`config.mk`:
```
export PLATFORM = sky130hd
export DESIGN_NAME = hamming_secded_codec_core
export DESIGN_NICKNAME = d
export VERILOG_FILES = /design/src/rtl/hsc_pkg.sv /design/src/rtl/hsc_prep.sv /design/src/rtl/hsc_parity.sv /design/src/rtl/hsc_finish.sv /design/src/rtl/hamming_secded_codec_core.sv
export SDC_FILE = /design/constraint.sdc
export NUM_CORES = 1
export LEC_CHECK = 0
export CAP_MARGIN = 5
export CORE_ASPECT_RATIO = 1.2
export CORE_MARGIN = 8
export CORE_UTILIZATION = 49
export DETAILED_ROUTE_END_ITERATION = 10
export DONT_BUFFER_PORTS = 1
export PLACE_DENSITY = 0.64
export SYNTH_ARGS = -nofsm -noshare
export SYNTH_HDL_FRONTEND = slang
export SYNTH_SLANG_ARGS = --single-unit
```
`constraint.sdc`:
```
create_clock -name i_clk -period 2.8 [get_ports i_clk]
set_input_delay 0.56 -clock i_clk [delete_from_list [all_inputs] [get_ports i_clk]]
set_output_delay 0.56 -clock i_clk [all_outputs]
set_load 0.005 [all_outputs]
```
`src/rtl/hsc_pkg.sv`:
```
// Shared types, codes and bit-layout functions for the SECDED codec.
// No dependencies; every other file in rtl/ imports this package.
`default_nettype none

package hsc_pkg;

    localparam int CW_BITS  = 64;
    localparam int SYN_BITS = 6;
    localparam int R_BITS   = 3;

    localparam logic KIND_ENCODE = 1'b0;
    localparam logic KIND_DECODE = 1'b1;

    typedef enum logic [1:0] {
        ST_CLEAN     = 2'd0,
        ST_CORRECTED = 2'd1,
        ST_DOUBLE    = 2'd2
    } t_status;

    // Control that travels beside the payload from stage to stage.
    typedef struct packed {
        logic              valid;
        logic              kind;
        logic [R_BITS-1:0] r;
    } t_ctl;

    // Data bit d (counted from 0) lands on the (d+1)-th position (1-based) that is not a power of two.
    function automatic logic [CW_BITS-1:0] scatter_data(input logic [CW_BITS-1:0] data);
        logic [CW_BITS-1:0] cw;
        int                 d;
        cw = '0;
        d  = 0;
        for (int p = 1; p < CW_BITS; p++) begin
            if ((p & (p - 1)) != 0) begin
                cw[p-1] = data[d];
                d++;
            end
        end
        return cw;
    endfunction

    // Inverse of scatter_data: pack the data positions from bit 0 upward.
    function automatic logic [CW_BITS-1:0] gather_data(input logic [CW_BITS-1:0] cw);
        logic [CW_BITS-1:0] data;
        int                 d;
        data = '0;
        d    = 0;
        for (int p = 1; p < CW_BITS; p++) begin
            if ((p & (p - 1)) != 0) begin
                data[d] = cw[p-1];
                d++;
            end
        end
        return data;
    endfunction

    // Bit b is set when position b+1 is covered by parity bit i.
    function automatic logic [CW_BITS-1:0] cover_mask(input int i);
        logic [CW_BITS-1:0] m;
        m = '0;
        for (int b = 0; b < CW_BITS - 1; b++) begin
            m[b] = (((b + 1) >> i) & 1) != 0;
        end
        return m;
    endfunction

endpackage

`default_nettype wire

```
`src/rtl/hsc_prep.sv`:
```
// First pipeline stage: clamps the parity count, lays data onto codeword positions
// (encode) or takes the received codeword (decode), and trims to the code length.
// Depends on hsc_pkg.
`default_nettype none

module hsc_prep #(
    parameter int MAX_PARITY_BITS = 6
) (
    input  wire logic                         i_clk,
    input  wire logic                         i_rst_n,
    input  wire logic                         i_valid,
    input  wire logic                         i_kind,
    input  wire logic [hsc_pkg::R_BITS-1:0]   i_parity_count,
    input  wire logic [hsc_pkg::CW_BITS-1:0]  i_data_word,
    output hsc_pkg::t_ctl                     o_ctl,
    output logic      [hsc_pkg::CW_BITS-1:0]  o_word,
    output logic                              o_top
);
    import hsc_pkg::*;

    localparam logic [R_BITS-1:0] R_MIN = R_BITS'(2);
    localparam logic [R_BITS-1:0] R_MAX = R_BITS'(MAX_PARITY_BITS);

    logic [R_BITS-1:0]  r_clamped;
    logic [6:0]         hamming_len;
    logic [CW_BITS-1:0] len_mask;
    logic [CW_BITS-1:0] placed;

    t_ctl               r_ctl, n_ctl;
    logic [CW_BITS-1:0] r_word, n_word;
    logic               r_top, n_top;

    always_comb begin
        if (i_parity_count < R_MIN) begin
            r_clamped = R_MIN;
        end else if (i_parity_count > R_MAX) begin
            r_clamped = R_MAX;
        end else begin
            r_clamped = i_parity_count;
        end
        // Positions 1 .. 2^r-1 carry the Hamming code; the overall bit is kept aside.
        hamming_len = (7'd1 << r_clamped) - 7'd1;
        len_mask    = ~({CW_BITS{1'b1}} << hamming_len);
        placed      = (i_kind == KIND_ENCODE) ? scatter_data(i_data_word) : i_data_word;

        n_ctl.valid = i_valid;
        n_ctl.kind  = i_kind;
        n_ctl.r     = r_clamped;
        n_word      = placed & len_mask;
        n_top       = (i_kind == KIND_DECODE) ? i_data_word[hamming_len[5:0]] : 1'b0;
    end

    always_ff @(posedge i_clk) begin
        if (!i_rst_n) begin
            r_ctl <= '0;
        end else begin
            r_ctl <= n_ctl;
        end
    end

    always_ff @(posedge i_clk) begin
        r_word <= n_word;
        r_top  <= n_top;
    end

    assign o_ctl  = r_ctl;
    assign o_word = r_word;
    assign o_top  = r_top;

endmodule

`default_nettype wire

```
`src/rtl/hsc_parity.sv`:
```
// Second pipeline stage: the six Hamming parity trees and the parity of the
// whole Hamming part of the word. Depends on hsc_pkg.
`default_nettype none

module hsc_parity (
    input  wire logic                          i_clk,
    input  wire logic                          i_rst_n,
    input  wire hsc_pkg::t_ctl                 i_ctl,
    input  wire logic [hsc_pkg::CW_BITS-1:0]   i_word,
    input  wire logic                          i_top,
    output hsc_pkg::t_ctl                      o_ctl,
    output logic      [hsc_pkg::CW_BITS-1:0]   o_word,
    output logic                               o_top,
    output logic      [hsc_pkg::SYN_BITS-1:0]  o_par,
    output logic                               o_xsum
);
    import hsc_pkg::*;

    t_ctl                r_ctl;
    logic [CW_BITS-1:0]  r_word;
    logic                r_top;
    logic [SYN_BITS-1:0] r_par, n_par;
    logic                r_xsum, n_xsum;

    always_comb begin
        for (int i = 0; i < SYN_BITS; i++) begin
            n_par[i] = ^(i_word & cover_mask(i));
        end
        n_xsum = ^i_word;
    end

    always_ff @(posedge i_clk) begin
        if (!i_rst_n) begin
            r_ctl <= '0;
        end else begin
            r_ctl <= i_ctl;
        end
    end

    always_ff @(posedge i_clk) begin
        r_word <= i_word;
        r_top  <= i_top;
        r_par  <= n_par;
        r_xsum <= n_xsum;
    end

    assign o_ctl  = r_ctl;
    assign o_word = r_word;
    assign o_top  = r_top;
    assign o_par  = r_par;
    assign o_xsum = r_xsum;

endmodule

`default_nettype wire

```
`src/rtl/hsc_finish.sv`:
```
// Third pipeline stage: inserts parity bits and the overall bit (encode), or
// classifies, corrects and repacks the data (decode). Holds the output register.
// Depends on hsc_pkg.
`default_nettype none

module hsc_finish (
    input  wire logic                          i_clk,
    input  wire logic                          i_rst_n,
    input  wire hsc_pkg::t_ctl                 i_ctl,
    input  wire logic [hsc_pkg::CW_BITS-1:0]   i_word,
    input  wire logic                          i_top,
    input  wire logic [hsc_pkg::SYN_BITS-1:0]  i_par,
    input  wire logic                          i_xsum,
    output logic                               o_valid,
    output logic      [hsc_pkg::CW_BITS-1:0]   o_result_word,
    output logic      [1:0]                    o_status,
    output logic      [hsc_pkg::SYN_BITS-1:0]  o_syndrome
);
    import hsc_pkg::*;

    logic [SYN_BITS-1:0] hamming_len;
    logic [SYN_BITS-1:0] par_used;
    logic                enc_overall;
    logic [CW_BITS-1:0]  enc_word;
    logic                dec_overall;
    logic [CW_BITS-1:0]  fixed_word;
    t_status             dec_status;

    logic                r_valid;
    logic [CW_BITS-1:0]  r_result, n_result;
    t_status             r_status, n_status;
    logic [SYN_BITS-1:0] r_syndrome, n_syndrome;

    always_comb begin
        hamming_len = SYN_BITS'((7'd1 << i_ctl.r) - 7'd1);

        // Encode: only parity bits below r exist; the overall bit goes on top.
        par_used    = i_par & hamming_len;
        enc_overall = i_xsum ^ (^par_used);
        enc_word    = i_word;
        for (int i = 0; i < SYN_BITS; i++) begin
            enc_word[(1 << i) - 1] = enc_word[(1 << i) - 1] | par_used[i];
        end
        enc_word[hamming_len] = enc_overall;

        // Decode: odd overall parity means one error; even with a syndrome, two.
        dec_overall = i_xsum ^ i_top;
        fixed_word  = i_word;
        if (dec_overall) begin
            dec_status = ST_CORRECTED;
            if (i_par != '0) begin
                fixed_word = i_word ^ (CW_BITS'(1) << (i_par - SYN_BITS'(1)));
            end
        end else if (i_par != '0) begin
            dec_status = ST_DOUBLE;
        end else begin
            dec_status = ST_CLEAN;
        end

        if (i_ctl.kind == KIND_ENCODE) begin
            n_result   = enc_word;
            n_status   = ST_CLEAN;
            n_syndrome = '0;
        end else begin
            n_result   = gather_data(fixed_word);
            n_status   = dec_status;
            n_syndrome = i_par;
        end
    end

    always_ff @(posedge i_clk) begin
        if (!i_rst_n) begin
            r_valid <= 1'b0;
        end else begin
            r_valid <= i_ctl.valid;
        end
    end

    always_ff @(posedge i_clk) begin
        r_result   <= n_result;
        r_status   <= n_status;
        r_syndrome <= n_syndrome;
    end

    assign o_valid       = r_valid;
    assign o_result_word = r_result;
    assign o_status      = r_status;
    assign o_syndrome    = r_syndrome;

endmodule

`default_nettype wire

```
`src/rtl/hamming_secded_codec_core.sv`:
```
// Top level of the extended Hamming SECDED encoder/decoder, a three-stage pipeline.
// Depends on hsc_pkg, hsc_prep, hsc_parity and hsc_finish.
//
//   Channel   | Handshake            | Payload
//   ----------+----------------------+-----------------------------------------
//   command   | start, busy          | i_kind, i_parity_count, i_data_word
//   result    | o_result_valid       | o_result_word, o_status, o_syndrome
//
// A transfer on the command channel happens at a rising edge with start high and
// busy low. Busy is always low, so a new command may be issued in every cycle.
// Each command yields exactly one result, which passes through the three register
// stages (prep, parity trees, finish) in order and is shown for a single cycle while
// o_result_valid is high. The receiver cannot stall, and nothing inside ever waits.
// A synchronous low reset empties the pipeline; results in flight at that time are
// dropped.
`default_nettype none

module hamming_secded_codec_core #(
    // Largest parity count accepted; larger requests are clamped to it.
    parameter int MAX_PARITY_BITS = 6
) (
    input  wire logic                          i_clk,
    input  wire logic                          i_rst_n,
    input  wire logic                          start,
    output logic                               busy,
    input  wire logic                          i_kind,
    input  wire logic [hsc_pkg::R_BITS-1:0]    i_parity_count,
    input  wire logic [hsc_pkg::CW_BITS-1:0]   i_data_word,
    output logic                               o_result_valid,
    output logic      [hsc_pkg::CW_BITS-1:0]   o_result_word,
    output logic      [1:0]                    o_status,
    output logic      [hsc_pkg::SYN_BITS-1:0]  o_syndrome
);
    import hsc_pkg::*;

    t_ctl                s1_ctl;
    logic [CW_BITS-1:0]  s1_word;
    logic                s1_top;

    t_ctl                s2_ctl;
    logic [CW_BITS-1:0]  s2_word;
    logic                s2_top;
    logic [SYN_BITS-1:0] s2_par;
    logic                s2_xsum;

    // Every stage advances on every clock, so the block is never busy.
    assign busy = 1'b0;

    // Stage 1: clamp r, place data bits (encode) and trim to the code length.
    // The overall parity bit of a received codeword is carried separately.
    hsc_prep #(
        .MAX_PARITY_BITS(MAX_PARITY_BITS)
    ) u_prep (
        .i_clk          (i_clk),
        .i_rst_n        (i_rst_n),
        .i_valid        (start),
        .i_kind         (i_kind),
        .i_parity_count (i_parity_count),
        .i_data_word    (i_data_word),
        .o_ctl          (s1_ctl),
        .o_word         (s1_word),
        .o_top          (s1_top)
    );

    // Stage 2: the parity trees. For encode they give the parity bits to insert;
    // for decode the same trees give the syndrome.
    hsc_parity u_parity (
        .i_clk   (i_clk),
        .i_rst_n (i_rst_n),
        .i_ctl   (s1_ctl),
        .i_word  (s1_word),
        .i_top   (s1_top),
        .o_ctl   (s2_ctl),
        .o_word  (s2_word),
        .o_top   (s2_top),
        .o_par   (s2_par),
        .o_xsum  (s2_xsum)
    );

    // Stage 3: build the codeword, or correct, classify and repack the data,
    // into the output register.
    hsc_finish u_finish (
        .i_clk         (i_clk),
        .i_rst_n       (i_rst_n),
        .i_ctl         (s2_ctl),
        .i_word        (s2_word),
        .i_top         (s2_top),
        .i_par         (s2_par),
        .i_xsum        (s2_xsum),
        .o_valid       (o_result_valid),
        .o_result_word (o_result_word),
        .o_status      (o_status),
        .o_syndrome    (o_syndrome)
    );

endmodule

`default_nettype wire
```
* Word level (Yosys, flattened, before mapping) *
Cells that the tools add are included.

word-level totals
  register bits after elaboration = 220
  bits of input ports = 71
  word-level logic and storage cells = 569

cells by class
  add/subtract/negate cells = 58
  order comparisons = 117
  shifts and indexed selects = 4
  multiplexer cells = 293
  bitwise gates (word level) = 13
  reductions and logical operators = 67

operators by type and width
  cell                   count
  $bwmux 64              57
  $mux 64                57
  $ge 32x1->1 const B    56
  $lt 32x8->1 const B    56
  $mux 32                56
  $add 32x2->32 const B  55
  $reduce_xor 64->1      7
  $demux 1 s6            57
  $mux 63                2
  $and 64x64->64         1
  $not 64->64            1
  $shl 64x7->64 const A  1
  $shl 1x6->63 const A   1
  $xor 63x63->63         1
  $mux 1                 60
  $logic_and 1x1->1      57
  $lt 6x7->1 const B     2
  $sub 6x1->6 const B    2
  $shl 1x3->7 const A    1
  $sub 7x1->7 const B    1
  $and 6x6->6            1
  $bmux 1 s6             1
  $ge 6x1->1 const B     1
  $mux 3                 2
  10 further kinds       16

* Longest topological paths before layout *
  depth in word-level cells = 118
  gate-level depth with buffers = 13
  depth with buffers taken out = 9

* Cells and area by module *
Synthesis repeated with hierarchy kept, for this count alone.

second synthesis, totals
  cell total of the unflattened synthesis = 946
  area, all modules = 9,550.4 µm²

by module, submodules not included
  module                     instances  cells each  area each (µm²)  seq. area each (µm²)
  hsc_finish                 1          506         4,142.7          1,461.4
  hsc_parity                 1          195         2,805.2          1,541.5
  hsc_prep                   1          243         2,591.2          1,401.3
  hamming_secded_codec_core  1          2           11.3             0.0

* Worst setup path after synthesis *
OpenSTA, ideal clock, no wires.

  path kind = register to register
  start = reg u_parity.r_ctl (netlist bit u_parity.o_ctl[1])
  end = reg u_finish.r_result[5] (netlist: u_finish.o_result_word[5])
  setup time = 117 ps
  arrival time = 2,670 ps
  setup slack = 13 ps
  cell stages (with the launch flop) = 11
  buffers on the path = 2
  period minus slack after synthesis = 2,787 ps
  cells stage by stage = dfxtp_1 -> buf_2 -> buf_2 -> or3_1 -> ha_1 -> nor2b_1 -> xnor3_1 -> xnor2_1 -> and3_4 -> or4_1 -> a22o_1

on the way
  longest elaborated chain between the ends = 8

RTL lines
  element                                                         line              source
  start, declared                                                 hsc_parity.sv:19  t_ctl r_ctl;
  start signal, assigned                                          hsc_parity.sv:36  r_ctl <= i_ctl;
  $shl 1x3->6 (*)                                                 hsc_finish.sv:35  hamming_len = SYN_BITS'((7'd1 << i_ctl.r) - 7'd1);
  $sub 6x1->6 (*)                                                 hsc_finish.sv:35
  $lt 6x7->1 (not written as such) or $ge 6x1->1 (tied branches)  hsc_finish.sv:44  enc_word[hamming_len] = enc_overall;
  $logic_and 1x1->1 (not written as such)                         hsc_finish.sv:44
  $mux 1 (not written as such)                                    hsc_finish.sv:44
  $demux 1 s6                                                     n/a
  $bwmux 64 (*)                                                   hsc_finish.sv:44
  $mux 64 (*)                                                     hsc_finish.sv:60  if (i_ctl.kind == KIND_ENCODE) begin
  via u_finish.n_result[5]                                        hsc_finish.sv:30  logic [CW_BITS-1:0] r_result, n_result;
  end signal, assigned                                            hsc_finish.sv:80  r_result <= n_result;
  end, declared                                                   hsc_finish.sv:30

The timed path passes the listed nets; every way through them passes the cells marked *.
A chain may end at the register's enable or synchronous reset.

* Worst setup path after layout *
  start = reg u_parity.r_ctl (netlist bit u_parity.o_ctl[2])
  end = reg u_finish.r_result[5] (netlist: u_finish.o_result_word[5])

Same word-level chain as after synthesis.

==> results.py <==
metrics = {
    "logic_synthesis": {
        "synthCells": 959,
        "synth_edf_count": 0,
        "ys_seq_area_share_pct": 47.2,
        "avgSynthCellArea_um2": 9.73,
        "ys_ff_latch": 220,
        "yosys_warnings": 0,
        "ys_types": 60,
        "synth-main-ff-cell": "dfxtp_1",
        "synth_area_um2": 9330,
        "ys_async_sr_fraction_pct": 0,
    },
    "clocking": {
        "clk_pin_slew_worst_paths_ns": 0.07,
        "clock_latency_ns": 0.51,
        "clockBufferDepth": 3,
        "cts_sinks": 220,
        "hold_buffers": 0,
        "root_buffer": "clkbuf_16",
        "cts.htree.levels": 1,
        "cts_buffers": 22,
        "post_cts_buffers": 0,
        "cts_tree": "done",
    },
    "min_path": {
        "holdCritStartpoint": "i_data_word[31]",
        "holdPathStages": 2,
        "holdPathEnd": "u_prep.o_word[31]",
        "hp-class": "in -> reg",
    },
    "pwr": {
        "p_per_area_nw_per_um2": 878,
        "irDropWorstVdd_uv": 480,
        "p_leak_uw": 0.00404,
    },
    "sta": {
        "setup_total_negative_slack_ns": 0,
        "period_share_pct": 95.2,
        "skew_ns": 0.0253,
        "rsz0062_at_grt": "no",
        "tightest_slew_ns": 0.767,
        "slew_violations": 0,
        "fmax_mhz": 375,
        "setup_viol_count_final": 0,
        "hold_viol": 0,
        "period_needed_ns": 2.66,
        "slew_headroom_pct": 48.5,
    },
    "final_layout": {
        "drive_gt1_share_pct": 8.43,
        "num_antenna_cells": 0,
        "fin_nets": 1033,
        "area_growth_pct": 11.6,
        "fillerInstances": 1675,
        "utilization_pct": 55.4,
    },
    "worst_setup_path": {
        "reg2reg_slack_ns": 0.14,
        "worst_r2r_path_depth": 9,
        "startpoint": "u_parity.o_ctl[2]",
        "cp_max_fo": 7,
        "startpoint_type": "flop",
        "path_class": "reg -> reg",
        "cp_data_arrival_time_ns": 3.05,
        "reg2reg_from": "u_parity.o_ctl[2]",
        "r2r-end": "u_finish.o_result_word[5]",
        "crit_path_end_kind": "flop",
        "crit_required_ns": 3.19,
    },
    "routing": {
        "drt_pass1_iterations": 5,
        "wl_per_cell_um": 20.3,
        "drc": 0,
        "routed_wl_um": 25000,
        "postRouteAntennaNets": 0,
        "vias": 6366,
        "viasPerCell": 5.18,
        "drt-initial-drc-count": 576,
    },
    "placement": {
        "place_congestion": 0.917,
        "dpl.hpwl_um": 19600,
        "port_buffers": 0,
    },
    "floorplanning": {
        "floorplan.initialDensity_pct": 49.7,
        "num_rows": 55,
        "coreArea_um2": 18800,
        "die_h_um": 167,
        "io_pins": 145,
        "die-area_um2": 23700,
        "die_x_um": 142,
    },
    "global_routing": {
        "grt_pass1_wl_um": 37500,
        "track_usage_pct": 20.5,
        "grt_max_degree": 106,
        "overflow": 0,
        "grt_pass1_vias": 6331,
        "antenna_found_initial": 0,
    },
    "flow_run": {
        "drv_cap": 0,
    },
    "run_status": {
        "status": "complete, no violations",
    },
}
## through the flow
| step | power, uW | cells | hold WS (ns) | cell area (um2) | setup slack [ns] |
|---|---|---|---|---|---|
| finish | 9140 | 1229 | 0.156 | 10400 | 0.136 |
| detailed placement | 6040 | 1189 | 0.312 | 9620 | 0.137 |
| CTS | 9170 | 1229 | 0.136 | 10400 | 0.126 |
| floorplan | 5510 | 963 | 0.310 | 9350 | 0.0130 |
| global route | 9530 | 1229 | 0.151 | 10400 | 0.00344 |
| global placement | 6030 | 1189 | 0.314 | 9620 | 0.179 |
## final cells by class
type                            instances  area, um2  area share (%)
Multi-Input combinational cell        678       4670            44.8
Clock buffer                           30        652            6.26
Sequential cell                       220       4410            42.3
Inverter                               12       45.0           0.432
Clock inverter                         10        139            1.33
Tap cell                              256        320            3.08
Timing Repair Buffer                   23        185            1.78
## power breakdown
group | internal, uW | total (uW) | switching, uW
Clock | 1920 | 3140 | 1220
Sequential | 3430 | 3750 | 315
Combinational | 1010 | 2250 | 1250
## cells in the final DEF (no fill, tap or decap), types with 4 or more instances in the layout
| cell | n |
|---|---|
| nand2b_1 | 6 |
| and2_1 | 20 |
| clkbuf_16 | 23 |
| inv_1 | 12 |
| nand3_1 | 9 |
| clkbuf_8 | 5 |
| nor3b_1 | 4 |
| xor2_1 | 64 |
| nor4_1 | 5 |
| o22ai_1 | 11 |
| ha_1 | 5 |
| o31ai_1 | 7 |
| and3_1 | 6 |
| nor3_1 | 29 |
| nand2_1 | 77 |
| nor2b_1 | 7 |
| a211oi_1 | 8 |
| dfxtp_1 | 219 |
| buf_4 | 22 |
| conb_1 | 6 |
| nand3b_1 | 4 |
| a21oi_1 | 58 |
| nor2_1 | 114 |
| xnor3_1 | 4 |
| o21ai_0 | 8 |
| mux2i_1 | 59 |
| xnor2_1 | 116 |
| mux4_2 | 5 |
## registers in the layout (all words and copies together), names as in the netlist
| signal | cells |
|---|---|
| u_prep.o_ctl | 5 |
| u_parity.o_word | 64 |
| u_parity.o_xsum | 1 |
| u_parity.o_top | 1 |
| u_parity.o_ctl | 5 |
| u_parity.o_par | 6 |
| u_prep.o_top | 1 |
| u_finish.o_result_word | 64 |
| u_finish.o_status | 2 |
| u_finish.o_valid | 1 |
| u_prep.o_word | 64 |
| u_finish.o_syndrome | 6 |
## logic make-up after synthesis
kind of cell / Yosys count / synth area share (%)
adder cells (fa/ha/maj): 5 / 0.670
multiplexers: 64 / 7.53
flip-flops: 220 / 47.2
buffers and inverters: 65 / 3.04
XOR/XNOR: 190 / 19.1
other: 2 / 0.0805
AO/OA/AOI/OAI: 114 / 7.39
AND/OR/NAND/NOR: 299 / 15.0
## how the worst max path moves through the flow
stage,to,depth (start not counted)
global placement,u_finish.o_result_word[5],9
global route,u_finish.o_result_word[29],12
detailed placement,u_finish.o_result_word[5],9
finish,u_finish.o_result_word[5],9
CTS,u_finish.o_result_word[5],9
floorplan,u_finish.o_result_word[5],10
## metal layers
layer / track usage (%) / up-vias / routed length (um)
met5: 0 / - / 0
met4: 8.33 / 0 / 893
met3: 5.12 / 54 / 2110
met2: 32.8 / 258 / 11300
met1: 25.9 / 2892 / 10700
li1: - / 3162 / -
## cell usage after synthesis, types with 3 or more instances
cell	instances	area, um2
buf_1	5	18.8
o22ai_1	11	68.8
o21ai_0	8	40.0
nand2_1	77	289
a311oi_1	3	26.3
and3_1	6	37.5
nand2b_1	6	37.5
nor3b_1	4	30.0
inv_1	12	45.0
dfxtp_1	220	4400
xnor2_1	117	1020
a21oi_1	58	290
a211oi_1	8	60.1
o31ai_1	7	52.6
nand3_1	9	45.0
nor3_1	29	145
buf_2	8	40.0
mux4_2	5	113
mux2i_1	59	591
nor4_1	5	31.3
nand3b_1	4	30.0
nor2_1	114	428
and2_1	20	125
o21a_1	3	22.5
buf_6	3	33.8
ha_1	5	62.6
xnor3_1	4	90.1
nor2b_1	7	43.8
xor2_1	64	561
or2_2	3	18.8
clkbuf_1	35	131
or3_1	3	18.8
## timing repair
item	4_1_cts	5_1_grt
hold endpoints to repair	0	0
resized for setup	0	1
setup endpoints to repair	0	4
## worst max-delay path, cell delays in order (launching register included)
cell     delay [ns]
dfxtp_1        0.30
or3_1          0.40
ha_1           0.33
nor2b_1        0.18
xnor3_1        0.28
xnor2_2        0.16
a21oi_1        0.06
buf_4          0.17
or4_1          0.49
a22o_1         0.18
(Power assumes the default switching activity.)
